--- config.mk ---
export PLATFORM = sky130hd
export DESIGN_NAME = mouse_packet_cursor_tracker
export DESIGN_NICKNAME = d
export VERILOG_FILES = /design/src/design/mpct_pkg.sv /design/src/design/mpct_front.sv /design/src/design/mpct_queue.sv /design/src/design/mpct_back.sv /design/src/design/mouse_packet_cursor_tracker.sv
export SDC_FILE = /design/constraint.sdc
export NUM_CORES = 1
export LEC_CHECK = 0
export BUFFER_PORTS_ARGS = -buffer_cell sky130_fd_sc_hd__buf_2
export CAP_MARGIN = 20
export CELL_PAD_IN_SITES_DETAIL_PLACEMENT = 1
export CELL_PAD_IN_SITES_GLOBAL_PLACEMENT = 2
export CORE_ASPECT_RATIO = 0.7
export CORE_MARGIN = 2
export CORE_UTILIZATION = 42
export CTS_CLUSTER_DIAMETER = 40
export CTS_CLUSTER_SIZE = 12
export DETAILED_ROUTE_END_ITERATION = 8
export HOLD_SLACK_MARGIN = 0.1
export PLACE_DENSITY = 0.89
export SLEW_MARGIN = 40
export SYNTH_ARGS = -nofsm -noshare
export SYNTH_HDL_FRONTEND = slang
export SYNTH_SLANG_ARGS = --single-unit
export TNS_END_PERCENT = 10
--- constraint.sdc ---
create_clock -name clk -period 5.15 [get_ports clk]
set_input_delay 0.515 -clock clk [delete_from_list [all_inputs] [get_ports clk]]
set_output_delay 0.515 -clock clk [all_outputs]
set_load 0.03 [all_outputs]
--- src/design/mpct_pkg.sv ---
// shared types, constants and helpers for the mouse packet cursor tracker
// no dependencies
package mpct_pkg;

    localparam int CoordBits = 12;
    localparam int OutBits   = 12;
    localparam int LimitBits = 13;
    localparam int MotBits   = 7;
    localparam int SumBits   = CoordBits + 2;
    localparam int CmpBits   = (SumBits > LimitBits) ? SumBits : LimitBits;

    localparam int CoordMaxInt = (1 << CoordBits) - 1;
    localparam int HomeXInt    = 1024 / 2;
    localparam int HomeYInt    = 768 / 2;

    localparam logic [CoordBits-1:0] HomeX =
        (HomeXInt > CoordMaxInt) ? CoordBits'(CoordMaxInt) : CoordBits'(HomeXInt);
    localparam logic [CoordBits-1:0] HomeY =
        (HomeYInt > CoordMaxInt) ? CoordBits'(CoordMaxInt) : CoordBits'(HomeYInt);

    localparam logic [LimitBits-1:0] ResetWidth  = 13'd1024;
    localparam logic [LimitBits-1:0] ResetHeight = 13'd768;

    // configuration register indexes
    localparam logic RegScreenWidth  = 1'b0;
    localparam logic RegScreenHeight = 1'b1;

    typedef logic signed [MotBits-1:0] motion_t;

    typedef struct packed {
        logic [7:0] status;
        motion_t    dx;
        motion_t    dy;
    } pkt_t;

    // signed byte divided by 3, truncated toward zero
    function automatic motion_t div3_motion(input logic [7:0] b);
        logic [7:0]  mag;
        logic [15:0] prod;
        logic [6:0]  q;
        mag  = b[7] ? (~b + 8'd1) : b;
        // x*171 >> 9 equals x/3 for any 8-bit x
        prod = 16'(mag) * 16'd171;
        q    = prod[15:9];
        return b[7] ? motion_t'(-$signed(q)) : motion_t'(q);
    endfunction

endpackage

--- src/design/mpct_front.sv ---
// byte framing: groups bytes into packets and scales the motion bytes
// depends on mpct_pkg
module mpct_front (
    input  logic          clk,
    input  logic          rst_n,
    input  logic          in_valid,
    output logic          in_ready,
    input  logic [7:0]    data_byte,
    output logic          push,
    output mpct_pkg::pkt_t push_pkt,
    input  logic          q_full
);
    import mpct_pkg::*;

    typedef enum logic [2:0] {
        PH_STATUS = 3'b001,
        PH_DX     = 3'b010,
        PH_DY     = 3'b100
    } phase_t;

    phase_t     phase_reg, phase_next;
    logic [7:0] status_reg;
    motion_t    dx_reg;
    logic       take;

    // only the closing byte of a packet needs room in the queue
    assign in_ready = (phase_reg != PH_DY) || !q_full;
    assign take     = in_valid && in_ready;
    assign push     = take && (phase_reg == PH_DY);

    assign push_pkt.status = status_reg;
    assign push_pkt.dx     = dx_reg;
    assign push_pkt.dy     = div3_motion(data_byte);

    always_comb
    begin
        case (phase_reg)
            PH_STATUS: phase_next = PH_DX;
            PH_DX:     phase_next = PH_DY;
            PH_DY:     phase_next = PH_STATUS;
            default:   phase_next = PH_DX;
        endcase
    end

    always_ff @(posedge clk or negedge rst_n)
    begin
        if (!rst_n)
        begin
            phase_reg  <= PH_STATUS;
            status_reg <= '0;
            dx_reg     <= '0;
        end
        else if (take)
        begin
            phase_reg <= phase_next;
            if (phase_reg == PH_DX)
            begin
                dx_reg <= div3_motion(data_byte);
            end
            else if (phase_reg != PH_DY)
            begin
                status_reg <= data_byte;
            end
        end
    end

endmodule

--- src/design/mpct_queue.sv ---
// two-entry packet queue between the framing and the cursor update
// depends on mpct_pkg
module mpct_queue (
    input  logic           clk,
    input  logic           rst_n,
    input  logic           push,
    input  mpct_pkg::pkt_t push_pkt,
    output logic           full,
    input  logic           pop,
    output logic           q_valid,
    output mpct_pkg::pkt_t head_pkt
);
    import mpct_pkg::*;

    pkt_t       mem_reg [2];
    logic       wr_ptr_reg;
    logic       rd_ptr_reg;
    logic [1:0] count_reg, count_next;

    assign full     = (count_reg == 2'd2);
    assign q_valid  = (count_reg != 2'd0);
    assign head_pkt = mem_reg[rd_ptr_reg];

    always_comb
    begin
        count_next = count_reg;
        if (push && !pop)
        begin
            count_next = count_reg + 2'd1;
        end
        else if (pop && !push)
        begin
            count_next = count_reg - 2'd1;
        end
    end

    always_ff @(posedge clk)
    begin
        if (push)
        begin
            mem_reg[wr_ptr_reg] <= push_pkt;
        end
    end

    always_ff @(posedge clk or negedge rst_n)
    begin
        if (!rst_n)
        begin
            wr_ptr_reg <= 1'b0;
            rd_ptr_reg <= 1'b0;
            count_reg  <= 2'd0;
        end
        else
        begin
            count_reg <= count_next;
            if (push)
            begin
                wr_ptr_reg <= ~wr_ptr_reg;
            end
            if (pop)
            begin
                rd_ptr_reg <= ~rd_ptr_reg;
            end
        end
    end

endmodule

--- src/design/mpct_back.sv ---
// cursor update: applies packet motion within the screen limits, holds the result
// depends on mpct_pkg
module mpct_back (
    input  logic                           clk,
    input  logic                           rst_n,
    input  logic                           cfg_we,
    input  logic                           cfg_index,
    input  logic [mpct_pkg::LimitBits-1:0] cfg_data,
    input  logic                           q_valid,
    input  mpct_pkg::pkt_t                 head_pkt,
    output logic                           pop,
    output logic                           out_valid,
    input  logic                           out_ready,
    output logic [7:0]                     status_byte,
    output logic [mpct_pkg::OutBits-1:0]   cursor_x,
    output logic [mpct_pkg::OutBits-1:0]   cursor_y
);
    import mpct_pkg::*;

    logic [LimitBits-1:0] width_reg;
    logic [LimitBits-1:0] height_reg;
    logic [CoordBits-1:0] pos_x_reg, pos_x_next;
    logic [CoordBits-1:0] pos_y_reg, pos_y_next;
    logic                 out_valid_reg;
    logic [7:0]           status_reg;

    logic signed [SumBits-1:0] sum_x;
    logic signed [SumBits-1:0] sum_y;
    logic [CoordBits+OutBits-1:0] wide_x;
    logic [CoordBits+OutBits-1:0] wide_y;

    // new value kept only if strictly inside (0, limit) and representable
    function automatic logic in_range(input logic signed [SumBits-1:0] v,
                                      input logic [LimitBits-1:0] limit);
        logic ok;
        ok = !v[SumBits-1] && (v != '0)
             && (CmpBits'(unsigned'(v)) < CmpBits'(limit))
             && (v[SumBits-1:CoordBits] == '0);
        return ok;
    endfunction

    assign pop = q_valid && (!out_valid_reg || out_ready);

    assign sum_x = $signed({2'b00, pos_x_reg}) + SumBits'(head_pkt.dx);
    assign sum_y = $signed({2'b00, pos_y_reg}) - SumBits'(head_pkt.dy);

    assign pos_x_next = in_range(sum_x, width_reg)  ? sum_x[CoordBits-1:0] : pos_x_reg;
    assign pos_y_next = in_range(sum_y, height_reg) ? sum_y[CoordBits-1:0] : pos_y_reg;

    assign wide_x      = {{OutBits{1'b0}}, pos_x_reg};
    assign wide_y      = {{OutBits{1'b0}}, pos_y_reg};
    assign cursor_x    = wide_x[OutBits-1:0];
    assign cursor_y    = wide_y[OutBits-1:0];
    assign status_byte = status_reg;
    assign out_valid   = out_valid_reg;

    always_ff @(posedge clk or negedge rst_n)
    begin
        if (!rst_n)
        begin
            width_reg  <= ResetWidth;
            height_reg <= ResetHeight;
        end
        else if (cfg_we)
        begin
            case (cfg_index)
                RegScreenWidth:  width_reg  <= cfg_data;
                RegScreenHeight: height_reg <= cfg_data;
                default:         width_reg  <= width_reg;
            endcase
        end
    end

    always_ff @(posedge clk or negedge rst_n)
    begin
        if (!rst_n)
        begin
            pos_x_reg     <= HomeX;
            pos_y_reg     <= HomeY;
            out_valid_reg <= 1'b0;
        end
        else
        begin
            if (pop)
            begin
                pos_x_reg     <= pos_x_next;
                pos_y_reg     <= pos_y_next;
                out_valid_reg <= 1'b1;
            end
            else if (out_ready)
            begin
                out_valid_reg <= 1'b0;
            end
        end
    end

    always_ff @(posedge clk)
    begin
        if (pop)
        begin
            status_reg <= head_pkt.status;
        end
    end

endmodule

--- src/design/mouse_packet_cursor_tracker.sv ---
// top level of the mouse packet cursor tracker
// depends on mpct_pkg, mpct_front, mpct_queue, mpct_back
//
// channel   handshake            payload
// input     in_valid/in_ready    data_byte
// output    out_valid/out_ready  status_byte, cursor_x, cursor_y
// config    cfg_we               cfg_index, cfg_data
//
// one byte per cycle is accepted while in_ready is high; the third byte of a
// packet goes into the queue as it is taken, and the packet at the queue head
// loads the output register when that register is empty or its result is taken
// input stalls only on the third byte of a packet while the queue holds two packets,
// which takes a stalled output register plus two more queued packets
// reset: phase at status byte, cursor at 512/384, limits 1024/768
module mouse_packet_cursor_tracker (
    input  logic                           clk,
    input  logic                           rst_n,
    input  logic                           in_valid,
    output logic                           in_ready,
    input  logic [7:0]                     data_byte,
    output logic                           out_valid,
    input  logic                           out_ready,
    output logic [7:0]                     status_byte,
    output logic [mpct_pkg::OutBits-1:0]   cursor_x,
    output logic [mpct_pkg::OutBits-1:0]   cursor_y,
    input  logic                           cfg_we,
    input  logic                           cfg_index,
    input  logic [mpct_pkg::LimitBits-1:0] cfg_data
);
    import mpct_pkg::*;

    logic push;
    pkt_t push_pkt;
    logic q_full;
    logic pop;
    logic q_valid;
    pkt_t head_pkt;

    mpct_front u_front (
        .clk       (clk),
        .rst_n     (rst_n),
        .in_valid  (in_valid),
        .in_ready  (in_ready),
        .data_byte (data_byte),
        .push      (push),
        .push_pkt  (push_pkt),
        .q_full    (q_full)
    );

    mpct_queue u_queue (
        .clk      (clk),
        .rst_n    (rst_n),
        .push     (push),
        .push_pkt (push_pkt),
        .full     (q_full),
        .pop      (pop),
        .q_valid  (q_valid),
        .head_pkt (head_pkt)
    );

    mpct_back u_back (
        .clk         (clk),
        .rst_n       (rst_n),
        .cfg_we      (cfg_we),
        .cfg_index   (cfg_index),
        .cfg_data    (cfg_data),
        .q_valid     (q_valid),
        .head_pkt    (head_pkt),
        .pop         (pop),
        .out_valid   (out_valid),
        .out_ready   (out_ready),
        .status_byte (status_byte),
        .cursor_x    (cursor_x),
        .cursor_y    (cursor_y)
    );

endmodule
# Yosys cells after proc, flatten, opt, wreduce, memory -nomap -nowiden
# Memories as Yosys holds them, arrays and structs flattened.
# Index checks and enable logic that the tools add are counted.
dict set report word_totals {
  memories 1
  romBits 0
  wordCells 72
  inputBits 27
  output_inout_bits 34
  latchBits 0
  ramBits 44
  ff_bits 81
}
# name words word_bits rd rd_clocked_by_memory_dff write_ports line_no
set memory_table {}
lappend memory_table {u_queue.mem_reg 2 22 1 0 1 mpct_queue.sv:15} ;# pkt_t mem_reg [2];
dict set report classes {
  n_lt_le_gt_ge 2
  multipliers 1
  div 0
  reduce_logical 32
  bitwise_logic 5
  n_eq_ne 4
  shift 0
  addsub 6
  muxes 9
}
# cell n
set ops {}
lappend ops {{14-bit by 13-bit less-than comparator with 1-bit output} 2}
lappend ops {{14-bit nonzero test} 2}
lappend ops {{8-bit by 8-bit multiplier with 16-bit output (second input constant)} 1}
lappend ops {{13-bit by 7-bit adder with 14-bit output} 1}
lappend ops {{13-bit by 7-bit subtractor with 14-bit output} 1}
lappend ops {{1-bit logical AND} 11}
lappend ops {{2-bit AND reduction} 5}
lappend ops {{8-bit by 1-bit adder with 8-bit output (second input constant)} 1}
lappend ops {{8-bit two-way mux} 1}
lappend ops {{8-bit NOT} 1}
lappend ops {{7-bit two-way mux} 1}
lappend ops {{7-bit negator} 1}
lappend ops {{1-bit logical NOT} 6}
lappend ops {{3-bit one-hot mux with 2 select lines} 1}
lappend ops {{2-bit nonzero test} 3}
lappend ops {{2-bit logical NOT} 2}
lappend ops {{1-bit two-way mux} 4}
lappend ops {{2-bit two-way mux} 2}
lappend ops {{1-bit NOT} 4}
lappend ops {{3-bit by 2-bit equality test with 1-bit output (second input constant)} 1}
lappend ops {{3-bit equality test (second input constant)} 1}
lappend ops {{3-bit inequality test (second input constant)} 1}
lappend ops {{3-bit AND reduction} 1}
lappend ops {{2-bit by 1-bit adder with 2-bit output (second input constant)} 1}
lappend ops {{other kinds (3)} 4}

# Logic depth before layout (Yosys ltp)
# Gate-level depths: netlist (run 1).
dict set report logic_depth {
  ltp_word 9
  mapped_depth 21
  mapped_depth_nobuf 20
}

# By module
# Synthesis (run 1) repeated with hierarchy kept, for this count alone.
dict set report unflattened {
  cells_unflattened 714
  area_unflattened_um2 8216.6
}
# module seq_area_each_um2 instances cells_per_inst area_each_um2
set modules_own_cells {}
lappend modules_own_cells {mpct_back 1524.0 1 410 4254.1}
lappend modules_own_cells {mpct_front 451.7 1 220 2182.1}
lappend modules_own_cells {mpct_queue 1421.4 1 84 1780.5}

# Worst setup path after synthesis (run 1)
# No wires, ideal clock.
dict set report synth_timing {
  path_kind {input to register}
  startpoint {input data_byte[2]}
  endpoint {register u_front.dx_reg[6]}
  cell_stages 17
  t_arrival_ps 5259
  setup_time_ps 125
  required_time_ps 5025
  n_path_buf 0
  slack_ps -233
  path_cell_list {or3_1 -> nand2_1 -> xnor2_1 -> ha_1 -> fa_1 -> fa_1 -> fa_1 -> ha_1 -> a21o_1 -> a22oi_1 -> o211ai_1 -> xnor2_1 -> ha_1 -> inv_1 -> o41ai_1 -> xnor2_1 -> mux2_2}
}
# item line_no
set synth_rtl {}
lappend synth_rtl {{from (decl)} mouse_packet_cursor_tracker.sv:20} ;# input logic [7:0] data_byte,
lappend synth_rtl {{to (signal assigned)} mpct_front.sv:58} ;# dx_reg <= div3_motion(data_byte);
lappend synth_rtl {{to (decl)} mpct_front.sv:23} ;# motion_t dx_reg;

==> key figures, run 1 <==
Finish
  – Layout cell share with drive strength beyond 1: between 20% and 30%
  – Max reg flops: 44
  – Area Overhead vs Synth: 21.04%
  – Diodes inserted: 0
  – Final net count: around 900

Global route
  – Initial antenna violation count: 0
  – Congestion Overflow GR: 0
  – First-pass GRT wire length: approximately 33,000 µm
  – GRT Total Usage: 21.41%
  – Largest net degree at the start of global routing: 39
  – Vias in the first global route: between 6,000 and 7,000

Synth
  – Mapped Nets: 792
  – Syn_area_per_cell: approximately 12 µm²
  – Cell variety after synth: 57
  – Cells after Synth: 657
  – YS warnings: 0
  – Post-synthesis sequential area ratio: approximately 44%
  – Share of the synthesized area in the top cell type: a little over a fifth
  – Post-synth EDFFs: 52
  – Flops & latches, synth: about 130
  – Area of the mapped netlist: between 0.007 and 0.008 mm²
  – Asr flop ratio synth: between 50% and 60%
  – Synth Flop Type: dfrtp_1
  – Synth area leaders: dfrtp_1, edfxtp_1, ha_1, mux2_2, fa_1
  – Leading area contributor after synthesis: dfrtp_1

STA
  – Setup TNS: 0 ns
  – Worst-margin pin slew: roughly 0.87 ns
  – Achievable clock frequency: a little under 0.2 GHz
  – Tcrit/Tclk final: between 90% and 100%
  – Final setup violation count: 0
  – Min cycle time layout: around 5.1 ns
  – Hold Fails Final Rpt: 0
  – Setup Skew: about 0.011 ns
  – Count of pins over their slew limit: 0
  – Slew headroom: between 40% and 50%

Run
  – Max-Cap Viols: 0

Drt
  – Drt drc: 0
  – DR iter-0 viols: approximately 290
  – First-pass DRT Iterations: 4
  – Detail Route Antenna Nets: 0
  – Routed vias/inst: 5.498
  – WL/cell: about 20 µm
  – Final WL: around 21,000 µm
  – Via count: around 5,600

Floorplan
  – Die H: 117.7 µm
  – Initial Util: 42.94%
  – Area of the core: between 0.015 and 0.02 mm²
  – FP Rows: just over 40
  – Die X: about 170 µm
  – DIE AREA: 0.01958 mm²
  – Ports: roughly 60

CTS
  – Clock Tree Buf Depth: 2
  – Worst-Skew Late Latency: about 0.42 ns
  – Clk slew on worst S/H paths: 0.06 ns
  – Clock sink count: roughly 130
  – Root buf cell: clkbuf_16
  – CTS tree: yes
  – Num CTS Buffers: 17
  – CTS HTree Levels: 4

Worst setup path
  – Crit end category: flip-flop
  – Critical Path AT: ~5.3 ns
  – Critical path class: input port to flip-flop
  – Req. time, crit path: roughly 5.3 ns
  – Crit path max fanout: 4
  – R2r worst-path depth: 16
  – FF-to-FF Start: u_queue.rd_ptr_reg$_DFFE_PN0P_
  – CP Launch Type: input port
  – FF-to-FF setup slack: 0.41 ns
  – Reg-to-reg critical path endpoint: u_back.cursor_y[5]$_DFFE_PN0P_

Min path
  – Hold Path Class: input port to flip-flop
  – Worst hold start: cfg_data[9]
  – Hold path depth: 3
  – WHS Endpoint: u_back.width_reg[9]$_DFFE_PN0P_

Placement
  – DP Wirelength: ~15,000 µm
  – I/O Buffers: 60
  – Final RePlAce weighted congestion: between 0.8 and 0.9

Status
  – Status: completed
## cells in the final DEF (no fill, tap or decap), drive strengths merged, types with 5 or more instances in the layout
cell     synthesis  final
mux2i            9      9
xnor2           30     30
dfrtp           66     66
a211oi           8      8
nand3           12     12
a21o            15     15
dfstp            7      7
or3              5      5
edfxtp          52     52
mux2            65     65
or4              5      5
clkinv           0      5
fa              14     14
ha              94     94
clkbuf          11     18
a31oi            5      5
o211ai           8      8
a21oi           23     23
nand2b           7      7
nand2           32     32
xor2            16     16
nor2            14     14
o21ai           35     35
a2111oi          5      5
inv             66     71
buf              3    108
nor2b            6      6
## per-stage QoR
stage	hold WS [ns]	area [µm²]	instances	util [%]	setup slack, ns
6_report	0.3402	9385	1020	51.97	0.05211
2_1_floorplan	0.2194	7802	657	-	0.06154
4_1_cts	0.3236	9270	1015	51.34	0.005923
3_5_place_dp	0.4700	8662	981	47.97	-0.3712
5_1_grt	0.3568	9385	1020	51.97	-0.1540
3_3_place_gp	0.4448	8653	981	47.92	-0.1384
## Yosys cell counts (3+ instances only)
master and count:
edfxtp_1 52, ha_1 94, o21a_1 4, or3_1 5, clkbuf_1 11, o21bai_1 3, o21ai_0 33, o31a_1 3
fa_1 14, a2111oi_0 5, dfrtp_1 66, dfstp_2 7, mux2i_1 9, nor2b_1 6, nand2_1 32, a21o_1 15
a211oi_1 7, a31oi_1 5, nor3_1 3, xor2_1 16, inv_1 66, mux2_4 8, o211ai_1 8, o31ai_1 3
xnor2_1 30, nor2_1 14, or4_1 5, mux2_2 57, nand3_1 12, a211o_1 3, a21oi_1 23, nand2b_1 7
## critical path: stages
cell      delay (ns)
buf_2           0.12
or3_4           0.42
nand2_2         0.10
xnor2_2         0.15
ha_4            0.24
fa_1            0.56
fa_1            0.46
fa_1            0.50
ha_1            0.31
a21o_1          0.20
a22oi_2         0.22
o211ai_1        0.13
buf_4           0.19
xnor2_4         0.16
ha_2            0.22
inv_1           0.07
o41ai_4         0.40
xnor2_2         0.16
buf_4           0.16
## timing repair
| action | in CTS | in global routing |
|---|---|---|
| hold endpoints to repair | 11 | 0 |
| pin swaps | 1 | 9 |
| setup endpoints to repair | 1 | 12 |
| setup buffers | 1 | 5 |
| hold buffers | 1 | 0 |
| resized for setup | 0 | 11 |
## worst max path at each step
stage	cells after the start	from	slack, ns	endpoint
floorplan	16	data_byte[2]	0.06	u_front.dx_reg[6]$_DFFE_PN0P_
global placement	17	data_byte[2]	-0.14	u_front.dx_reg[6]$_DFFE_PN0P_
detailed placement	17	data_byte[2]	-0.37	u_front.dx_reg[6]$_DFFE_PN0P_
CTS	17	data_byte[2]	0.006	u_front.dx_reg[6]$_DFFE_PN0P_
global route	20	data_byte[4]	-0.15	u_front.dx_reg[6]$_DFFE_PN0P_
finish	19	data_byte[2]	0.05	u_queue.mem_reg[1][6]$_DFFE_PP_
## kinds of logic (layout without fill, tap and decap cells)
family	Yosys count	after routing	synth area share, %
AO/OA/AOI/OAI	129	129	11.02
XOR/XNOR	46	46	5.196
adder cells (fa/ha/maj)	108	108	18.78
buffers and inverters	80	207	3.986
flip-flops	125	125	43.81
multiplexers	74	74	10.99
AND/OR/NAND/NOR	95	95	6.213
## routing by layer
metal / part of all wire (%) / GRT usage (%) / up-vias
met2: 49 / 36.05 / 109
met4: 1.5 / 7.004 / 0
met5: 0 / 0 / -
met1: 46 / 27.87 / 2865
met3: 3.0 / 4.136 / 23
li1: - / - / 2611
## area by class of cell
cell class              count  area (µm²)
repair buffers            109       673.1
clock inverters            14       161.4
clock buffers              18       429.2
well taps                 236       295.3
inverters                  66       247.7
fillers                  1893        8672
multi-input cells         452        4182
flip-flops and latches    125        3397
Power of run 1 is left out: the tool's default activity adds up to more than one toggle a clock period on the data nets, which glitch-free logic cannot reach.
==> inputs of run 2 (changes only) <==
--- a/config.mk
+++ b/config.mk
@@ -17,6 +17,7 @@
 export DETAILED_ROUTE_END_ITERATION = 8
 export HOLD_SLACK_MARGIN = 0.1
 export PLACE_DENSITY = 0.89
+export RECOVER_POWER = 25
 export SLEW_MARGIN = 40
 export SYNTH_ARGS = -nofsm -noshare
 export SYNTH_HDL_FRONTEND = slang
==> run 2 against run 1 <==
The run now ends with capacitance limit, slew limit left; final area about the same; sequential cell count unchanged; final cell count unchanged; global-route usage unchanged; hold slack about the same; critical path depth unchanged; clock-buffer cell count unchanged; die area unchanged; register-to-register slack about the same.
==> key figures, run 2 (synthesis results as in run 1) <==
Floorplan
  – Die H: 117.7 µm (unchanged)
  – Initial Util: 42.94% (unchanged)
  – Die X: 166.4 µm (unchanged)
  – DIE AREA: 0.01958 mm² (unchanged)
  – Area of the core: 0.01806 mm² (unchanged)
  – Ports: 61 (unchanged)
  – FP Rows: 41 (unchanged)

Finish
  – Commonest non-fill, non-tap cell in the layout: ha_1
  – Layout cell share with drive strength beyond 1: 29.34% (-0.38 points)
  – Post-route cell area: 0.009376 mm² (about the same)
  – Max reg flops: 44 (unchanged)
  – Diodes inserted: 0 (unchanged)
  – Core Util, Final: 51.93% (about the same)
  – Cell Count, Final, Fillers Out: 1,020 (unchanged)
  – Most frequent cells in the layout: ha_1, inv_1, dfrtp_1
  – Final net count: 906 (unchanged)
  – Area Overhead vs Synth: 20.93% (about the same)

Drt
  – Detail Route Antenna Nets: 0 (unchanged)
  – Routed vias/inst: 5.492 (-0.11%)
  – First-pass DRT Iterations: 4 (unchanged)
  – Drt drc: 0 (unchanged)
  – WL/cell: 20.19 µm (about the same)
  – DR iter-0 viols: 285 (-0.35%)
  – Via count: 5,602 (-0.11%)
  – Final WL: 20,590 µm (about the same)

Worst setup path
  – Crit path max fanout: 4 (unchanged)
  – Critical path class: input port to flip-flop
  – CP Launch Type: input port
  – Reg-to-reg critical path endpoint: u_back.cursor_y[5]$_DFFE_PN0P_
  – R2r worst-path depth: 16 (unchanged)
  – Req. time, crit path: 5.32 ns (about the same)
  – Critical Path AT: 5.27 ns (about the same)
  – Crit end category: flip-flop
  – FF-to-FF Start: u_queue.rd_ptr_reg$_DFFE_PN0P_
  – FF-to-FF setup slack: 0.41 ns (about the same)

Placement
  – I/O Buffers: 60 (unchanged)
  – Final RePlAce weighted congestion: 0.8153 (unchanged)
  – DP Wirelength: 14,970 µm (unchanged)
  – Placed cell count: 981 (unchanged)
  – Placed Area: 0.008662 mm² (unchanged)

STA
  – Hold Fails Final Rpt: 0 (unchanged)
  – Worst Hold Slack: 0.3405 ns (+0.0002090 ns)
  – Count of pins over their slew limit: 37 (+37)
  – Achievable clock frequency: 0.1962 GHz (about the same)
  – Setup Skew: 0.01074 ns (+0.00001110 ns)
  – Slew headroom: -50.81% (-93 points)
  – Final setup violation count: 0 (unchanged)
  – Tcrit/Tclk final: 98.99% (about the same)
  – Worst-margin pin slew: 2.262 ns (+1.396 ns)
  – Min cycle time layout: 5.098 ns (+0.00008120 ns)

Min path
  – Hold Path Class: input port to flip-flop
  – WHS Endpoint: u_back.width_reg[9]$_DFFE_PN0P_
  – Worst hold start: cfg_data[9]
  – Hold path depth: 3 (unchanged)

Global route
  – Initial antenna violation count: 0 (unchanged)
  – Largest net degree at the start of global routing: 39 (unchanged)
  – Vias in the first global route: 6,157 (unchanged)
  – Congestion Overflow GR: 0 (unchanged)
  – GRT Total Usage: 21.41% (unchanged)
  – First-pass GRT wire length: 32,820 µm (unchanged)

CTS
  – CTS HTree Levels: 4 (unchanged)
  – Num CTS Buffers: 17 (unchanged)
  – Worst-Skew Late Latency: 0.42 ns (about the same)
  – Clock sink count: 125 (unchanged)
  – Clock Tree Buf Depth: 2 (unchanged)
  – CTS tree: yes
  – Root buf cell: clkbuf_16
  – Clk slew on worst S/H paths: 0.06 ns (about the same)

Status
  – Status: complete, but fails checks
  – Failing checks: capacitance limit, slew limit

Run
  – Max-Cap Viols: 1 (+1)
## run 2: cell types whose count changed in the layout (fill, tap and decap cells not counted)
cell / change
buf_4: -2
clkbuf_1: +3
buf_2: -1
## run 2: cell type report
| class | instances | area (µm²) |
|---|---|---|
| clock buffer | 18 | 429.2 |
| timing repair buffer | 109 | 664.4 |
| sequential | 125 | 3397 |
| tap | 236 | 295.3 |
| inverter | 66 | 247.7 |
| clock inverter | 14 | 161.4 |
| multi-input combinational | 452 | 4182 |
| fill | 1893 | 8681 |
## run 2: stage by stage
| step | TNS (ns) | setup slack (ns) |
|---|---|---|
| final | 0 | 0.05203 |
| after global routing | -0.7897 | -0.1540 |
| after CTS | 0 | 0.005923 |
| after detailed placement | -3.269 | -0.3712 |
| after global placement | -0.5500 | -0.1384 |
| after floorplan | 0 | 0.06154 |
## run 2: layer usage
layer | track usage, % | vias to the layer above | share of wire (%)
met3 | 4.136 | 23 | 3.0
met4 | 7.004 | 0 | 1.5
met1 | 27.87 | 2863 | 46
met5 | 0 | - | 0
li1 | - | 2611 | -
met2 | 36.05 | 105 | 49
## run 2: worst max-delay path by stage
stage	from	endpoint	slack, ns	depth (start not counted)
finish	data_byte[2]	u_queue.mem_reg[1][6]$_DFFE_PP_	0.05	19
global route	data_byte[4]	u_front.dx_reg[6]$_DFFE_PN0P_	-0.15	20
CTS	data_byte[2]	u_front.dx_reg[6]$_DFFE_PN0P_	0.006	17
detailed placement	data_byte[2]	u_front.dx_reg[6]$_DFFE_PN0P_	-0.37	17
global placement	data_byte[2]	u_front.dx_reg[6]$_DFFE_PN0P_	-0.14	17
floorplan	data_byte[2]	u_front.dx_reg[6]$_DFFE_PN0P_	0.06	16
## run 2: critical path, stage by stage
cell      delay (ns)
buf_2           0.12
or3_4           0.42
nand2_2         0.10
xnor2_2         0.15
ha_4            0.24
fa_1            0.56
fa_1            0.46
fa_1            0.50
ha_1            0.31
a21o_1          0.20
a22oi_2         0.22
o211ai_1        0.13
buf_4           0.19
xnor2_4         0.16
ha_2            0.22
inv_1           0.07
o41ai_4         0.40
xnor2_2         0.16
buf_4           0.16
## run 2: repair_timing
item,CTS,global route
setup endpoints to repair,1,12
resized for setup,0,11
hold endpoints to repair,11,0
pin swaps,1,9
hold buffers,1,0
buffers inserted,1,5
Power of run 2 is left out for the same reason.
==> inputs of run 3 (changes only) <==
--- a/config.mk
+++ b/config.mk
@@ -9,7 +9,6 @@
 export CAP_MARGIN = 20
 export CELL_PAD_IN_SITES_DETAIL_PLACEMENT = 1
 export CELL_PAD_IN_SITES_GLOBAL_PLACEMENT = 2
-export CORE_ASPECT_RATIO = 0.7
 export CORE_MARGIN = 2
 export CORE_UTILIZATION = 42
 export CTS_CLUSTER_DIAMETER = 40
==> run 3 against run 2 <==
The flow now finishes without violations; critical path depth is 2 lower; clock-buffer cell count is 1 lower; sequential share of layout area is 0.19 points higher; first-iteration DRC count is 26% lower; final cell count is 0.78% lower; die area hardly changed; final area is 0.53% lower; sequential cell count stayed put; clock skew is 0.0014 ns lower.
==> key figures, run 3 (synthesis results as in run 1) <==
Worst setup path
  – CP Launch Type: input port
  – Slowest cell on the critical path: fa_1
  – Critical path class: input port to flip-flop
  – Req. time, crit path: 5.45 ns (+0.13 ns)
  – Crit end category: flip-flop
  – Crit path max fanout: 4 (unchanged)
  – Critical Path AT: 5.35 ns (+0.08 ns)
  – Max incr delay on CP: 0.53 ns (-0.03 ns)
  – R2r worst-path depth: 16 (unchanged)
  – CP cell instances: buf_2 -> or3_4 -> o31ai_2 -> xnor2_1 -> fa_1 -> fa_1 -> fa_1 -> ha_4 -> and3_1 -> nand3_1 -> o211ai_1 -> buf_4 -> mux2i_1 -> nor2_1 -> o31ai_2 -> xnor2_1 -> mux2_2
  – FF-to-FF Start: u_queue.rd_ptr_reg$_DFFE_PN0P_
  – FF-to-FF setup slack: 0.33 ns (-0.08 ns)
  – Most used cell, CP: fa_1
  – Reg-to-reg critical path endpoint: u_back.cursor_y[1]$_DFFE_PN0P_
  – Worst setup endpoint: u_front.dx_reg[5]$_DFFE_PN0P_
  – Worst setup path startpoint: data_byte[2]

Floorplan
  – Die X: 139.9 µm (-16%)
  – Area of the core: 0.01802 mm² (-0.18%)
  – FP Rows: 49 (+20%)
  – Die H: 139.9 µm (+19%)
  – Initial Util: 43.02% (+0.077 points)
  – Ports: 61 (unchanged)
  – DIE AREA: 0.01956 mm² (about the same)

STA
  – Count of pins over their slew limit: 0 (-100%)
  – Final WS setup: 0.1054 ns (+0.05338 ns)
  – Achievable clock frequency: 0.1982 GHz (+1.1%)
  – Min cycle time layout: 5.045 ns (-0.05338 ns)
  – Setup Skew: 0.009359 ns (-0.001380 ns)
  – Worst-margin pin slew: 0.9029 ns (-1.359 ns)
  – Hold Fails Final Rpt: 0 (unchanged)
  – Final setup violation count: 0 (unchanged)
  – Worst Hold Slack: 0.3268 ns (-0.01364 ns)
  – Slew headroom: 39.81% (+91 points)
  – Tcrit/Tclk final: 97.95% (-1.0 points)

Status
  – Status: completed

Finish
  – Max reg flops: 44 (unchanged)
  – Most frequent cells in the layout: ha_1, inv_1, dfrtp_1
  – Area Overhead vs Synth: 20.28%
  – Diodes inserted: 0 (unchanged)
  – Core Util, Final: 51.74% (-0.18 points)
  – Cell Count, Final, Fillers Out: 1,012 (-0.78%)
  – Commonest non-fill, non-tap cell in the layout: ha_1
  – Final net count: 905 (-0.11%)
  – Layout cell share with drive strength beyond 1: 29.12% (-0.22 points)

Global route
  – First-pass GRT wire length: 32,220 µm (-1.8%)
  – Vias in the first global route: 6,226 (+1.1%)
  – Initial antenna violation count: 0 (unchanged)
  – GRT Total Usage: 20.94% (-0.47 points)
  – Congestion Overflow GR: 0 (unchanged)
  – Largest net degree at the start of global routing: 62 (+59%)

Drt
  – Drt drc: 0 (unchanged)
  – DR iter-0 viols: 211 (-26%)
  – Final WL: 19,990 µm (-2.9%)
  – First-pass DRT Iterations: 4 (unchanged)
  – Routed vias/inst: 5.502 (+0.18%)
  – Detail Route Antenna Nets: 0 (unchanged)
  – Via count: 5,568 (-0.61%)
  – WL/cell: 19.75 µm (-2.1%)

CTS
  – Clk slew on worst S/H paths: 0.06 ns (about the same)
  – Clock Tree Buf Depth: 2 (unchanged)
  – CTS HTree Levels: 4 (unchanged)
  – Root buf cell: clkbuf_16
  – Num CTS Buffers: 17 (unchanged)
  – Worst-Skew Late Latency: 0.43 ns (about the same)
  – CTS tree: yes
  – Clock sink count: 125 (unchanged)

Placement
  – Final RePlAce weighted congestion: 0.8600 (+5.5%)
  – I/O Buffers: 60 (unchanged)
  – Pre-CTS setup slack: -0.3938 ns (-0.02254 ns)
  – Placed cell count: 974 (-0.71%)
  – DP Wirelength: 14,540 µm (-2.8%)

Min path
  – Hold Path Class: input port to flip-flop

Run
  – Max-Cap Viols: 0 (-1)
run 3: changes by cell type in the layout (fill, tap and decap cells not counted), sizes merged:
cell	delta
clkinvlp	-2
bufinv	-2
clkbuf	-2
inv	+7
clkinv	-2
run 3: critical path: cells and delay by family:
kind                       cells  cell delay [ns]
adders and majority gates      4             1.81
AOI/OAI and AO/OA              3             0.91
and+or+nand+nor                4             0.85
muxes                          2             0.53
xor gates and xnor gates       2             0.40
buffers and inverters          2             0.32
run 3: worst min-delay path by stage:
stage	start	end	depth (start not counted)
2_1_floorplan	rst_n	u_back.cursor_x[0]$_DFFE_PN0P_	0
3_3_place_gp	rst_n	u_back.cursor_y[11]$_DFFE_PN0P_	1
3_5_place_dp	rst_n	u_back.cursor_y[11]$_DFFE_PN0P_	1
4_1_cts	cfg_data[11]	u_back.width_reg[11]$_DFFE_PN0P_	3
5_1_grt	in_valid	u_front.phase_reg[0]$_DFFE_PN1P_	2
6_report	cfg_data[12]	u_back.width_reg[12]$_DFFE_PN0P_	3
run 3: routing by layer:
metal | global-route usage [%] | vias to the layer above | routed length [µm]
li1 | - | 2604 | -
met1 | 23.05 | 2810 | 7976
met2 | 39.95 | 114 | 10870
met3 | 4.095 | 40 | 580
met4 | 7.158 | 0 | 570
met5 | 0 | - | 0
run 3: final cells by class:
cell class | instances | area (µm²)
Inverter | 66 | 247.7
Multi-Input combinational cell | 452 | 4144
Sequential cell | 125 | 3397
Clock buffer | 17 | 425.4
Timing Repair Buffer | 108 | 661.9
Fill cell | 1916 | 8698
Tap cell | 229 | 286.5
Clock inverter | 15 | 163.9
run 3: repair_timing:
action | 4_1_cts | 5_1_grt
endpoints found under the hold margin | 10 | 0
setup buffers | 0 | 5
gates resized for setup | 1 | 7
endpoints found under the setup margin | 1 | 29
pin swaps | 1 | 11
gates cloned | 0 | 0
hold buffers | 1 | 0
run 3: through the flow:
| step | instance area (µm²) | setup TNS, ns |
|---|---|---|
| detailed placement | 8643 | -4.935 |
| floorplan | 7802 | 0 |
| global route | 9326 | -0.2341 |
| global placement | 8642 | -0.5171 |
| CTS | 9250 | 0 |
| finish | 9326 | 0 |
Power of run 3 is left out for the same reason.
